===== src/assert_macros.svh =====
// Assertion macros used by the RTL of the deframer.
// Each macro expects a clock named clk and an active-low reset named arst_n in scope.
`ifndef ASSERT_MACROS_SVH
`define ASSERT_MACROS_SVH

// The property must hold at every clock edge outside reset.
`define ASSERT_ALWAYS(label, expr, msg) \
	label: assert property (@(posedge clk) disable iff (!arst_n) (expr)) else $error(msg);

// Whenever the trigger holds, the consequence must hold in the same cycle.
`define ASSERT_IMPLY(label, trig, cons, msg) \
	label: assert property (@(posedge clk) disable iff (!arst_n) (trig) |-> (cons)) \
		else $error(msg);

`endif


===== src/dhfd_pkg.sv =====
// Package of the doubled-header frame deframer: header codes, result type and
// the header decode functions. Used by doubled_header_frame_deframer.
`default_nettype none

package dhfd_pkg;

	localparam logic [7:0] HDR_A0 = 8'hA0;
	localparam logic [7:0] HDR_A1 = 8'hA1;
	localparam logic [7:0] HDR_A2 = 8'hA2;
	localparam logic [7:0] HDR_A3 = 8'hA3;
	localparam logic [7:0] HDR_A5 = 8'hA5;
	localparam logic [7:0] HDR_A7 = 8'hA7;
	localparam logic [7:0] HDR_A9 = 8'hA9;
	localparam logic [7:0] HDR_AB = 8'hAB;
	localparam logic [7:0] HDR_AC = 8'hAC;

	localparam logic KIND_PAYLOAD = 1'b0;
	localparam logic KIND_ACK     = 1'b1;

	typedef struct packed {
		logic       kind;
		logic [7:0] frame_code;
		logic [4:0] byte_offset;
		logic [7:0] byte_value;
		logic       frame_end;
	} result_t;

	// Frame length in bytes for a header, zero for an unknown header.
	function automatic logic [4:0] frame_length(input logic [7:0] h);
		logic [4:0] len;
		unique case (h) inside
			HDR_A0, HDR_A1, HDR_A2: len = 5'd7;
			HDR_A3, HDR_A5, HDR_A7, HDR_A9, HDR_AB: len = 5'd4;
			HDR_AC: len = 5'd17;
			default: len = 5'd0;
		endcase
		return len;
	endfunction

	// Number of acknowledge bytes that follow a good frame.
	function automatic logic [2:0] ack_count(input logic [7:0] h);
		logic [2:0] n;
		unique case (h) inside
			HDR_A0, HDR_A2: n = 3'd4;
			HDR_AC: n = 3'd3;
			default: n = 3'd0;
		endcase
		return n;
	endfunction

endpackage

`default_nettype wire


===== src/doubled_header_frame_deframer.sv =====
// Doubled-header frame deframer. Bytes live in a window RAM with a registered read.
// Each request accepts one byte and then scans the window: a header check reads the first two
// bytes (fewer than two end the scan), a matching known header has its frame bytes summed, and a
// good frame emits its payload and acknowledge bytes, which can stall on the output, then finishes.
// Results leave through a one-deep lookahead register and an output register.
// Reset empties the window at once; the RAM itself is not cleared.
`default_nettype none
`include "assert_macros.svh"

module doubled_header_frame_deframer #(
	parameter int BUFFER_DEPTH = 32
) (
	input  wire logic       clk,
	input  wire logic       arst_n,
	input  wire logic       in_valid,
	output logic            in_ready,
	input  wire logic [7:0] rx_byte,
	output logic            out_valid,
	input  wire logic       out_ready,
	output logic            kind,
	output logic [7:0]      frame_code,
	output logic [4:0]      byte_offset,
	output logic [7:0]      byte_value,
	output logic            frame_end,
	output logic            last
);

	localparam int AW = $clog2(BUFFER_DEPTH);
	localparam int CW = $clog2(BUFFER_DEPTH + 1);
	localparam int XW = (CW > 5) ? CW : 5;

	localparam logic [2:0] ST_IDLE = 3'd0;
	localparam logic [2:0] ST_NEXT = 3'd1;
	localparam logic [2:0] ST_HDR0 = 3'd2;
	localparam logic [2:0] ST_HDR1 = 3'd3;
	localparam logic [2:0] ST_SUM  = 3'd4;
	localparam logic [2:0] ST_PAY  = 3'd5;
	localparam logic [2:0] ST_ACK  = 3'd6;
	localparam logic [2:0] ST_FIN  = 3'd7;

	function automatic logic [AW-1:0] wrap(input logic [AW:0] s);
		logic [AW:0] r;
		r = (s >= (AW+1)'(BUFFER_DEPTH)) ? s - (AW+1)'(BUFFER_DEPTH) : s;
		return r[AW-1:0];
	endfunction

	logic [2:0]    state_q, state_d;
	logic [AW-1:0] start_q;
	logic [CW-1:0] count_q;
	logic [4:0]    k_q, k_d;
	logic [7:0]    h_q, h_d;
	logic [7:0]    sum_q, sum_d;
	logic [7:0]    d_q, d_d;
	logic [4:0]    len_q, len_d;
	logic [2:0]    ack_n_q, ack_n_d;

	logic          pend_v_q, out_v_q, out_last_q;
	dhfd_pkg::result_t pend_q, out_q, gen;

	logic          re, we, fire, gen_v, push_ok, can_out, pend_to_out;
	logic [4:0]    roff;
	logic          drop_en;
	logic [4:0]    drop_n;
	logic [7:0]    rdata;
	logic [7:0]    ack_a;
	logic [4:0]    hdr_len;

	dhfd_ram #(
		.WIDTH(8),
		.DEPTH(BUFFER_DEPTH)
	) u_window (
		.clk  (clk),
		.we   (we),
		.waddr(wrap((AW+1)'(start_q) + (AW+1)'(count_q))),
		.wdata(rx_byte),
		.re   (re),
		.raddr(wrap((AW+1)'(start_q) + (AW+1)'(roff))),
		.rdata(rdata)
	);

	assign in_ready = (state_q == ST_IDLE);
	assign we       = in_valid && in_ready;
	assign can_out  = !out_v_q || out_ready;
	assign push_ok  = !pend_v_q || can_out;
	assign gen_v    = (state_q == ST_PAY) || (state_q == ST_ACK);
	assign fire     = gen_v && push_ok;
	assign pend_to_out = pend_v_q && can_out && (fire || (state_q == ST_FIN));
	assign ack_a    = h_q + 8'd1;
	assign hdr_len  = dhfd_pkg::frame_length(rdata);

	always_comb begin
		gen.frame_code = h_q;
		gen.byte_offset = k_q;
		if (state_q == ST_PAY) begin
			gen.kind       = dhfd_pkg::KIND_PAYLOAD;
			gen.byte_value = rdata;
			gen.frame_end  = (k_q == len_q - 5'd2);
		end else begin
			gen.kind      = dhfd_pkg::KIND_ACK;
			gen.frame_end = (k_q == 5'(ack_n_q) - 5'd1);
			case (k_q[1:0])
				2'd0, 2'd1: gen.byte_value = ack_a;
				2'd2:       gen.byte_value = (ack_n_q == 3'd4) ? d_q : ack_a + ack_a;
				default:    gen.byte_value = ack_a + ack_a + d_q;
			endcase
		end
	end

	always_comb begin
		state_d = state_q;
		k_d     = k_q;
		h_d     = h_q;
		sum_d   = sum_q;
		d_d     = d_q;
		len_d   = len_q;
		ack_n_d = ack_n_q;
		re      = 1'b0;
		roff    = k_q;
		drop_en = 1'b0;
		drop_n  = 5'd1;
		unique case (state_q)
			ST_IDLE: begin
				if (we) begin
					state_d = ST_NEXT;
				end
			end
			ST_NEXT: begin
				if (count_q < CW'(2)) begin
					state_d = ST_FIN;
				end else begin
					re      = 1'b1;
					roff    = 5'd0;
					state_d = ST_HDR0;
				end
			end
			ST_HDR0: begin
				h_d     = rdata;
				re      = 1'b1;
				roff    = 5'd1;
				state_d = ST_HDR1;
			end
			ST_HDR1: begin
				if (rdata != h_q || hdr_len == 5'd0) begin
					drop_en = 1'b1;
					state_d = ST_NEXT;
				end else if (XW'(count_q) < XW'(hdr_len)) begin
					state_d = ST_FIN;
				end else begin
					sum_d   = h_q + h_q;
					len_d   = hdr_len;
					ack_n_d = dhfd_pkg::ack_count(h_q);
					k_d     = 5'd2;
					re      = 1'b1;
					roff    = 5'd2;
					state_d = ST_SUM;
				end
			end
			ST_SUM: begin
				if (k_q == len_q - 5'd1) begin
					if (rdata == sum_q) begin
						k_d     = 5'd2;
						re      = 1'b1;
						roff    = 5'd2;
						state_d = ST_PAY;
					end else begin
						drop_en = 1'b1;
						state_d = ST_NEXT;
					end
				end else begin
					sum_d = sum_q + rdata;
					if (k_q == 5'd2) begin
						d_d = rdata;
					end
					k_d     = k_q + 5'd1;
					re      = 1'b1;
					roff    = k_q + 5'd1;
				end
			end
			ST_PAY: begin
				if (push_ok) begin
					if (k_q == len_q - 5'd2) begin
						k_d = 5'd0;
						if (ack_n_q != 3'd0) begin
							state_d = ST_ACK;
						end else begin
							drop_en = 1'b1;
							drop_n  = len_q;
							state_d = ST_NEXT;
						end
					end else begin
						k_d  = k_q + 5'd1;
						re   = 1'b1;
						roff = k_q + 5'd1;
					end
				end
			end
			ST_ACK: begin
				if (push_ok) begin
					if (k_q == 5'(ack_n_q) - 5'd1) begin
						drop_en = 1'b1;
						drop_n  = len_q;
						state_d = ST_NEXT;
					end else begin
						k_d = k_q + 5'd1;
					end
				end
			end
			ST_FIN: begin
				if (!pend_v_q || can_out) begin
					state_d = ST_IDLE;
				end
			end
			default: state_d = ST_IDLE;
		endcase
	end

	always_ff @(posedge clk or negedge arst_n) begin
		if (!arst_n) begin
			state_q  <= ST_IDLE;
			start_q  <= '0;
			count_q  <= '0;
			pend_v_q <= 1'b0;
			out_v_q  <= 1'b0;
		end else begin
			state_q <= state_d;
			if (we) begin
				count_q <= count_q + CW'(1);
			end else if (drop_en) begin
				start_q <= wrap((AW+1)'(start_q) + (AW+1)'(drop_n));
				count_q <= count_q - CW'(drop_n);
			end
			if (fire) begin
				pend_v_q <= 1'b1;
			end else if (pend_to_out) begin
				pend_v_q <= 1'b0;
			end
			if (pend_to_out) begin
				out_v_q <= 1'b1;
			end else if (out_ready) begin
				out_v_q <= 1'b0;
			end
		end
	end

	always_ff @(posedge clk) begin
		k_q     <= k_d;
		h_q     <= h_d;
		sum_q   <= sum_d;
		d_q     <= d_d;
		len_q   <= len_d;
		ack_n_q <= ack_n_d;
		if (fire) begin
			pend_q <= gen;
		end
		if (pend_to_out) begin
			out_q      <= pend_q;
			out_last_q <= (state_q == ST_FIN);
		end
	end

	assign out_valid   = out_v_q;
	assign kind        = out_q.kind;
	assign frame_code  = out_q.frame_code;
	assign byte_offset = out_q.byte_offset;
	assign byte_value  = out_q.byte_value;
	assign frame_end   = out_q.frame_end;
	assign last        = out_last_q;

	`ASSERT_IMPLY(a_idle_window_small, state_q == ST_IDLE, count_q <= CW'(16),
		"window holds more than sixteen bytes between requests")
	`ASSERT_IMPLY(a_accept_no_pending, in_ready, !pend_v_q,
		"new request accepted with a result still pending")
	`ASSERT_IMPLY(a_move_needs_room, pend_to_out && out_v_q, out_ready,
		"pending result overwrote an untaken output")
	`ASSERT_ALWAYS(a_start_in_range, start_q <= AW'(BUFFER_DEPTH - 1),
		"window start beyond buffer depth")

endmodule

`default_nettype wire


===== src/dhfd_ram.sv =====
// Generic single-write, single-read synchronous RAM with a registered read port.
// Stand-alone; no package dependency.
`default_nettype none

module dhfd_ram #(
	parameter int WIDTH = 8,
	parameter int DEPTH = 32
) (
	input  wire logic                     clk,
	input  wire logic                     we,
	input  wire logic [$clog2(DEPTH)-1:0] waddr,
	input  wire logic [WIDTH-1:0]         wdata,
	input  wire logic                     re,
	input  wire logic [$clog2(DEPTH)-1:0] raddr,
	output logic      [WIDTH-1:0]         rdata
);

	logic [WIDTH-1:0] mem [DEPTH];

	always_ff @(posedge clk) begin
		if (we) begin
			mem[waddr] <= wdata;
		end
		if (re) begin
			rdata <= mem[raddr];
		end
	end

endmodule

`default_nettype wire

===== config.mk =====
export PLATFORM = sky130hd
export DESIGN_NAME = doubled_header_frame_deframer
export DESIGN_NICKNAME = d
export VERILOG_FILES = /design/src/dhfd_pkg.sv /design/src/doubled_header_frame_deframer.sv /design/src/dhfd_ram.sv
export VERILOG_INCLUDE_DIRS = /design/src /design/src/src
export SDC_FILE = /design/constraint.sdc
export NUM_CORES = 1
export LEC_CHECK = 0
export BUFFER_PORTS_ARGS = -buffer_cell sky130_fd_sc_hd__buf_4
export CAP_MARGIN = 20
export CELL_PAD_IN_SITES_DETAIL_PLACEMENT = 1
export CELL_PAD_IN_SITES_GLOBAL_PLACEMENT = 2
export CORE_ASPECT_RATIO = 2
export CORE_MARGIN = 3
export CORE_UTILIZATION = 40
export DETAILED_ROUTE_END_ITERATION = 10
export MAX_ROUTING_LAYER = met4
export PLACE_DENSITY_LB_ADDON = 0.1
export SKIP_CTS_REPAIR_TIMING = 1
export SLEW_MARGIN = 20
export SYNTH_ARGS = -nofsm -noshare
export SYNTH_HDL_FRONTEND = slang
export SYNTH_SLANG_ARGS = --single-unit

===== constraint.sdc =====
create_clock -name clk -period 13.8 [get_ports clk]
set_clock_uncertainty 0.15 [all_clocks]
set_input_delay 2.07 -clock clk [delete_from_list [all_inputs] [get_ports clk]]
set_output_delay 2.07 -clock clk [all_outputs]
set_load 0.03 [all_outputs]

==> results of run 1 <==
layout by cell type, fill, tap and decap left out, types with 4 or more instances in the layout:
cell type | Yosys | layout
a31oi_1 | 7 | 7
and3_1 | 7 | 7
o21ai_0 | 28 | 28
nor3_1 | 15 | 15
o21bai_1 | 6 | 6
o31ai_1 | 4 | 4
nor4_1 | 7 | 7
nor2b_1 | 5 | 5
clkbuf_1 | 30 | 6
mux4_2 | 64 | 64
a211oi_1 | 9 | 8
a21oi_1 | 59 | 58
nand2b_1 | 4 | 4
clkinv_1 | 1 | 8
fa_1 | 6 | 5
mux2i_1 | 26 | 26
ha_1 | 48 | 47
nor2_1 | 96 | 96
mux2_2 | 23 | 23
o211ai_1 | 6 | 6
nand3_1 | 15 | 15
nand2_1 | 46 | 46
a21o_1 | 16 | 16
dfrtp_1 | 16 | 16
clkbuf_16 | 0 | 36
edfxtp_1 | 346 | 346
or2_2 | 4 | 4
and2_2 | 4 | 4
xor2_1 | 23 | 22
xnor2_1 | 27 | 26
buf_4 | 1 | 52
inv_1 | 43 | 43
layer usage:
metal	global-route usage	wire length, um	vias up
met5	-	0	-
met4	0.0863	1980	0
met3	0.0211	922	93
met2	0.398	25200	154
met1	0.193	14200	4740
li1	-	-	4232
cells in the mapped netlist, types with 4 or more instances:
library cell  count
edfxtp_1        346
nor2_1           96
mux4_2           64
a21oi_1          59
ha_1             48
nand2_1          46
inv_1            43
clkbuf_1         30
o21ai_0          28
xnor2_1          27
mux2i_1          26
mux2_2           23
xor2_1           23
a21o_1           16
dfrtp_1          16
nand3_1          15
nor3_1           15
a211oi_1          9
buf_1             8
a31oi_1           7
and3_1            7
nor4_1            7
fa_1              6
o211ai_1          6
o21bai_1          6
nor2b_1           5
and2_2            4
buf_6             4
nand2b_1          4
o31ai_1           4
or2_2             4
how the worst min path moves through the flow:
stage | end | from | cells after the start
floorplan | byte_offset[0] | pend_q[9] | 0
global placement | byte_value[3] | pend_q[4] | 0
detailed placement | byte_offset[0] | pend_q[9] | 0
CTS | byte_offset[3] | pend_q[12] | 0
global route | frame_code[6] | pend_q[20] | 0
finish | byte_offset[3] | pend_q[12] | 0
layout make-up:
class | instances | area, um^2 | share of cell area
clock buffer | 42 | 923 | 0.0498
clock inverter | 18 | 118 | 0.00634
inverter | 44 | 165 | 0.00890
multi-input combinational | 621 | 5500 | 0.296
sequential | 362 | 10800 | 0.582
tap | 535 | 669 | 0.0361
timing repair buffer | 52 | 390 | 0.0210
metrics by stage:
stage / instance area [um^2] / utilization
final: 18600 / 0.453
after global routing: 18600 / 0.453
after CTS: 18600 / 0.453
after detailed placement: 17500 / 0.427
after global placement: 17500 / 0.427
after floorplan: 16600 / -
cells by family after synthesis:
group	share of synthesized area
AO/OA/AOI/OAI	0.0692
XOR/XNOR	0.0306
adder cells (fa/ha/maj)	0.0433
buffers and inverters	0.0239
flip-flops	0.649
multiplexers	0.120
AND/OR/NAND/NOR	0.0641
sequential cells by signal, indices dropped and copies added, names as in the netlist, 6 cells and up:
| signal | flops |
|---|---|
| byte_value | 8 |
| count_q | 6 |
| d_q | 8 |
| frame_code | 8 |
| h_q | 8 |
| pend_q | 23 |
| sum_q | 8 |
| u_window.mem | 256 |
| u_window.rdata | 8 |
critical path, stage by stage (launching register included):
cell,delay (ns)
edfxtp_1,0.51
nor4bb_1,0.89
nand4_1,0.25
ha_1,0.36
o21ai_0,0.14
a32oi_1,0.24
o41ai_1,0.13
nor2_1,0.31
o21ai_0,0.13
a21oi_1,0.41
a31oi_1,0.25
ha_4,0.24
fa_2,0.51
buf_4,0.74
mux4_2,0.41
mux2_2,0.27
a21oi_1,0.44
mux2i_1,0.22
==> metrics, run 1 <==
status=completed; cell count after placement=1614; first-pass GRT wire length=~64 mm; most area-consuming cells after synthesis=edfxtp_1 (62%), mux4_2 (8.7%), ha_1 (3.6%), dfrtp_1 (2.4%), nor2_1 (2.2%); Boundary Pins=38; min-delay worst type=flip-flop to flip-flop; area grow syn2layout=11.6%; HPWL after DPL=~30 mm; Final Routed Wirelength=42.3 mm; CTS sink cnt=362; max_cap viols=0; fin. max-slew vios=0; DR WL/cell=25.3 um; post-layout min period=6.95 ns; initial antenna violation count=0; Slew HR=0.248; Non-Filler Instances=1674; DR DRC count=0; worst reg-to-reg path cell count=17; R2R Setup Slk=6.85 ns; drt pass-1 iters=4; EDFF count, synth=346; Overflow after GRT=0; largest net degree at the start of global routing=65; root buffer cell=clkbuf_16; gpl congestion=0.813; CTS max path bufs=3; core area=41000 um^2; CP endpoint kind=flip-flop; unrepaired setup endpoints after global routing=false; Achievable Freq=approximately 140 MHz; setup tns final=0 ns; Iter 0 DRT Violations=369; # fillers=4054; port bufs=37; Synth Register Bits=362; ys flop type=edfxtp_1; pre-CTS setup slack=6.72 ns; gr usage total=0.202; post-synthesis cell type count=slightly below 80; Syn. warnings=0; syn_nets=1140; Final #Nets=1182; Die Ht=294 um; Seq/Total Area, Yosys=0.649; Reg-to-Reg Start=u_window.rdata[7]; number of global-route vias before repair=10.2k; Final setup viols=0; # diodes=0; Async SR Flop Fraction=0.0442; Vias=about 9.2k; Startpoint Class=flip-flop; layout cells sized above 1=0.186; fin crit share=0.504; clk slew on worst S/H paths=0.07 ns; Detail Route Antenna Nets=0; Worst-Margin Slew=1.12 ns; TritonCTS Buffers=35; Die X=150 um; crit path to=u_window.rdata[4]; Max FO, Critical Path=64; post-synth top area cell=edfxtp_1; Die ar.=44200 um^2; cell count after synthesis=~1.1k; reg2reg end=u_window.rdata[4]; synthesized area=between 15000 and 20000 um^2; min setup slack post-route=approximately 6.8 ns; WP data required=approximately 14 ns; crit path from=u_window.rdata[7]; Critical Path AT=7.04 ns; CTS tree=done; Final Hold Fails=0; num rows=105; Setup CP Type=flip-flop to flip-flop; top cell type's share of synthesized area=0.625; WHS=between 0.2 and 0.3 ns; vias per cell=5.51; mean post-synth cell area=15.5 um^2; htree depth=2; Clock Latency Late Sink=0.54 ns; Initial Utilization=0.406
Power of run 1 is left out: the tool's default activity adds up to more than one toggle a clock period on the data nets, which glitch-free logic cannot reach.
==> run 2, diff against run 1 <==
- clock period: 13.8 -> 6.95 ns (I/O delays scaled with it)
==> metrics, run 2 (same netlist as run 1, synthesis figures left out) <==
status=completed; setup tns final=0 ns; TritonCTS Buffers=35; largest register by flop count=u_window.mem; # diodes=0; Critical path buffers and inverters=1; Cell Chain, Critical Path=nor4bb_1 > nand4_1 > ha_1 > o21ai_0 > a32oi_1 > o41ai_1 > nor2_1 > o21ai_0 > a21oi_1 > a31oi_1 > ha_4 > fa_2 > xor2_4 > buf_4 > mux2_2 > a21oi_1 > mux2i_1; fin crit share=0.920; clk slew on worst S/H paths=~0.06 ns; Setup CP Type=flip-flop to flip-flop; Critical Path AT=6.49 ns; CP delay by family, top=compound AO/OA/AOI/OAI gates; vias per cell=5.55; max_cap viols=0; htree depth=2; Die ar.=approximately 44000 um^2; Reg-to-Reg Start=u_window.rdata[7]; max incr delay on CP=0.72 ns; post-layout util=0.456; CP max stage cell=xor2_4; DR DRC count=0; DR WL/cell=26.7 um; core area=41000 um^2; crit path from=u_window.rdata[7]; fin. max-slew vios=0; Non-Filler Instances=1682; Die Ht=294 um; Clock Latency Late Sink=about 0.54 ns; gpl congestion=around 0.83; Largest register FFs=256; post-layout min period=6.39 ns; Detail Route Antenna Nets=0; Final Hold Fails=0; number of global-route vias before repair=between 10k and 15k; HPWL after DPL=32.3 mm; Worst-Margin Slew=just over 1 ns; CTS sink cnt=362; commonest non-fill, non-tap cell in the layout=edfxtp_1; biggest regs=u_window.mem x256, pend_q x23; layout cells sized above 1=0.194; Iter 0 DRT Violations=404; WP data required=7.04 ns; Die X=150 um; first-pass GRT wire length=66.6 mm; Final #Nets=1189; port bufs=37; Final setup viols=0; Final Routed Wirelength=44.8 mm; CTS max path bufs=3; Overflow after GRT=0; commonest non-fill, non-tap cells in the layout=edfxtp_1 (346), nor2_1 (96), mux4_2 (64); area grow syn2layout=12.4%; # fillers=4060; CP endpoint kind=flip-flop; num rows=105; Vias=9340; Achievable Freq=about 160 MHz; Slew HR=0.327; root buffer cell=clkbuf_16; CTS tree=done; min-delay worst type=primary input to async pin; unrepaired setup endpoints after global routing=false; initial antenna violation count=0; Startpoint Class=flip-flop; largest net degree at the start of global routing=between 60 and 70; Initial Utilization=0.406; cell count after placement=1620; Max FO, Critical Path=17; gr usage total=0.213; drt pass-1 iters=4; Boundary Pins=38
[run 2: cell count changes in the layout (fill, tap and decap cells not counted), sizes merged]
cell	previous run	this run
buf	52	59
clkinvlp	1	5
clkinv	15	12
bufinv	0	2
inv	46	44
[run 2: per-layer routing]
| layer | routed length (um) | up-vias | GRT usage |
|---|---|---|---|
| li1 | - | 4246 | - |
| met1 | 15000 | 4848 | 0.204 |
| met2 | 26900 | 162 | 0.424 |
| met3 | 951 | 84 | 0.0188 |
| met4 | 1950 | 0 | 0.0856 |
| met5 | 0 | - | - |
[run 2: worst paths after layout]
kind	end	slack, ns	cells past startpoint
worst max-delay path	u_window.rdata[0]	0.56	17
worst min-delay path	pend_v_q	0.22	1
worst max register to register	u_window.rdata[0]	0.56	17
worst min register to register	frame_code[4]	0.26	0
max in group asynchronous	start_q[1]	6.22	1
min in group clk	frame_code[4]	0.26	0
[run 2: through the flow]
stage	cell area, um^2	setup slack, ns	hold WS (ns)
after floorplan	16600	1.97	0.250
after global placement	17600	0.619	0.254
after detailed placement	17600	0.477	0.256
after CTS	18700	0.461	0.216
after global routing	18700	0.0754	0.227
final	18700	0.555	0.221
[run 2: area by class of cell]
| class | count | area, um^2 | area share |
|---|---|---|---|
| multi-input combinational | 621 | 5500 | 0.294 |
| inverter | 44 | 165 | 0.00884 |
| sequential | 362 | 10800 | 0.577 |
| clock inverter | 19 | 165 | 0.00884 |
| clock buffer | 42 | 923 | 0.0494 |
| tap | 535 | 669 | 0.0358 |
| timing repair buffer | 59 | 475 | 0.0254 |
[run 2: worst register-to-register path, cell delays in order (launching register included)]
cell and delay, ns:
edfxtp_1 0.51, nor4bb_1 0.60, nand4_1 0.23, ha_1 0.35, o21ai_0 0.14, a32oi_1 0.23
o41ai_1 0.12, nor2_1 0.31, o21ai_0 0.14, a21oi_1 0.31, a31oi_1 0.20, ha_4 0.21
fa_2 0.38, xor2_4 0.72, buf_4 0.40, mux2_2 0.37, a21oi_1 0.54, mux2i_1 0.18
Power of run 2 is left out for the same reason.
==> run 3, diff against run 2 <==
- CORE_MARGIN: 3 -> unset
- CORE_UTILIZATION: 40 -> 30
==> metrics, run 3 (same netlist as run 1, synthesis figures left out) <==
status=completed; initial antenna violation count=0; Final setup viols=0; gpl congestion=about 0.8; CP endpoint kind=flip-flop; CTS sink cnt=362; Final #Nets=1194; clk slew on worst S/H paths=0.07 ns; vias per cell=slightly below 5; biggest regs=u_window.mem x256, pend_q x23; Max FO, Critical Path=25; Worst-Margin Slew=1.06 ns; setup tns final=0 ns; first-pass GRT wire length=about 70 mm; Boundary Pins=38; WP data required=7.07 ns; num rows=121; Startpoint Class=flip-flop; Iter 0 DRT Violations=458; largest net degree at the start of global routing=33; Largest register FFs=256; commonest non-fill, non-tap cell in the layout=edfxtp_1; unrepaired setup endpoints after global routing=false; # fillers=5572; Overflow after GRT=0; port bufs=37; min-delay worst type=primary input to async pin; CP max stage cell=fa_2; root buffer cell=clkbuf_16; max incr delay on CP=0.91 ns; Final Routed Wirelength=47.8 mm; Cell Chain, Critical Path=nor4bb_1 > buf_4 > nand4_1 > ha_1 > o21ai_0 > a32oi_1 > o41ai_1 > nor2_1 > o21ai_0 > a21oi_1 > a31oi_1 > ha_4 > fa_2 > buf_12 > mux4_2 > mux2_2 > a21oi_1 > mux2i_1; CP delay by family, top=compound AO/OA/AOI/OAI gates; Clock Latency Late Sink=0.56 ns; Vias=9175; Critical Path AT=6.50 ns; Slew HR=0.289; Die Ht=335 um; htree depth=2; fin. max-slew vios=0; Initial Utilization=0.304; gr usage total=0.180; Setup CP Type=flip-flop to flip-flop; Achievable Freq=157 MHz; # diodes=0; Die ar.=~56000 um^2; DR DRC count=0; DR WL/cell=roughly 25 um; number of global-route vias before repair=~10k; largest register by flop count=u_window.mem; post-layout min period=6.38 ns; CTS tree=done; HPWL after DPL=around 35 mm; area grow syn2layout=15.0%; fin crit share=0.918; CTS max path bufs=3; drt pass-1 iters=4; layout cells sized above 1=0.203; post-layout util=0.350; Detail Route Antenna Nets=0; core area=54700 um^2; Final Hold Fails=0; Critical path buffers and inverters=2; commonest non-fill, non-tap cells in the layout=edfxtp_1 (346), nor2_1 (96), mux4_2 (64); Die X=roughly 170 um; max_cap viols=0; TritonCTS Buffers=37
run 3: through the flow:
stage | hold WS, ns | cells | cell area [um^2] | setup WS [ns]
floorplan | 0.250 | 1074 | 16600 | 1.97
global placement | 0.250 | 1827 | 17900 | 0.633
detailed placement | 0.257 | 1827 | 17900 | 0.466
CTS | 0.174 | 1892 | 19100 | 0.451
global route | 0.202 | 1892 | 19100 | 0.140
finish | 0.198 | 1892 | 19100 | 0.570
run 3: layout make-up:
class                           count  area (um^2)  area share
Multi-Input combinational cell    621         5500       0.288
Sequential cell                   362        10800       0.564
Timing Repair Buffer               62          503      0.0263
Tap cell                          738          923      0.0483
Clock inverter                     25          298      0.0156
Inverter                           44          165     0.00864
Clock buffer                       40          937      0.0490
run 3: metal layers:
metal | vias up | global-route usage | part of all wire
li1 | 4246 | - | -
met1 | 4737 | 0.164 | 0.33
met2 | 120 | 0.367 | 0.61
met3 | 72 | 0.0181 | 0.019
met4 | 0 | 0.0752 | 0.041
met5 | - | - | 0
run 3: path summary, 6_finish.rpt:
path	startpoint	endpoint	slack [ns]	depth (start not counted)
max	u_window.rdata[7]	u_window.rdata[4]	0.57	18
min	arst_n	count_q[4]	0.20	1
max reg2reg	u_window.rdata[7]	u_window.rdata[4]	0.57	18
min reg2reg	pend_q[9]	byte_offset[0]	0.27	0
max in group asynchronous	arst_n	start_q[4]	6.23	1
min in group clk	pend_q[9]	byte_offset[0]	0.27	0
Power of run 3 is left out for the same reason.
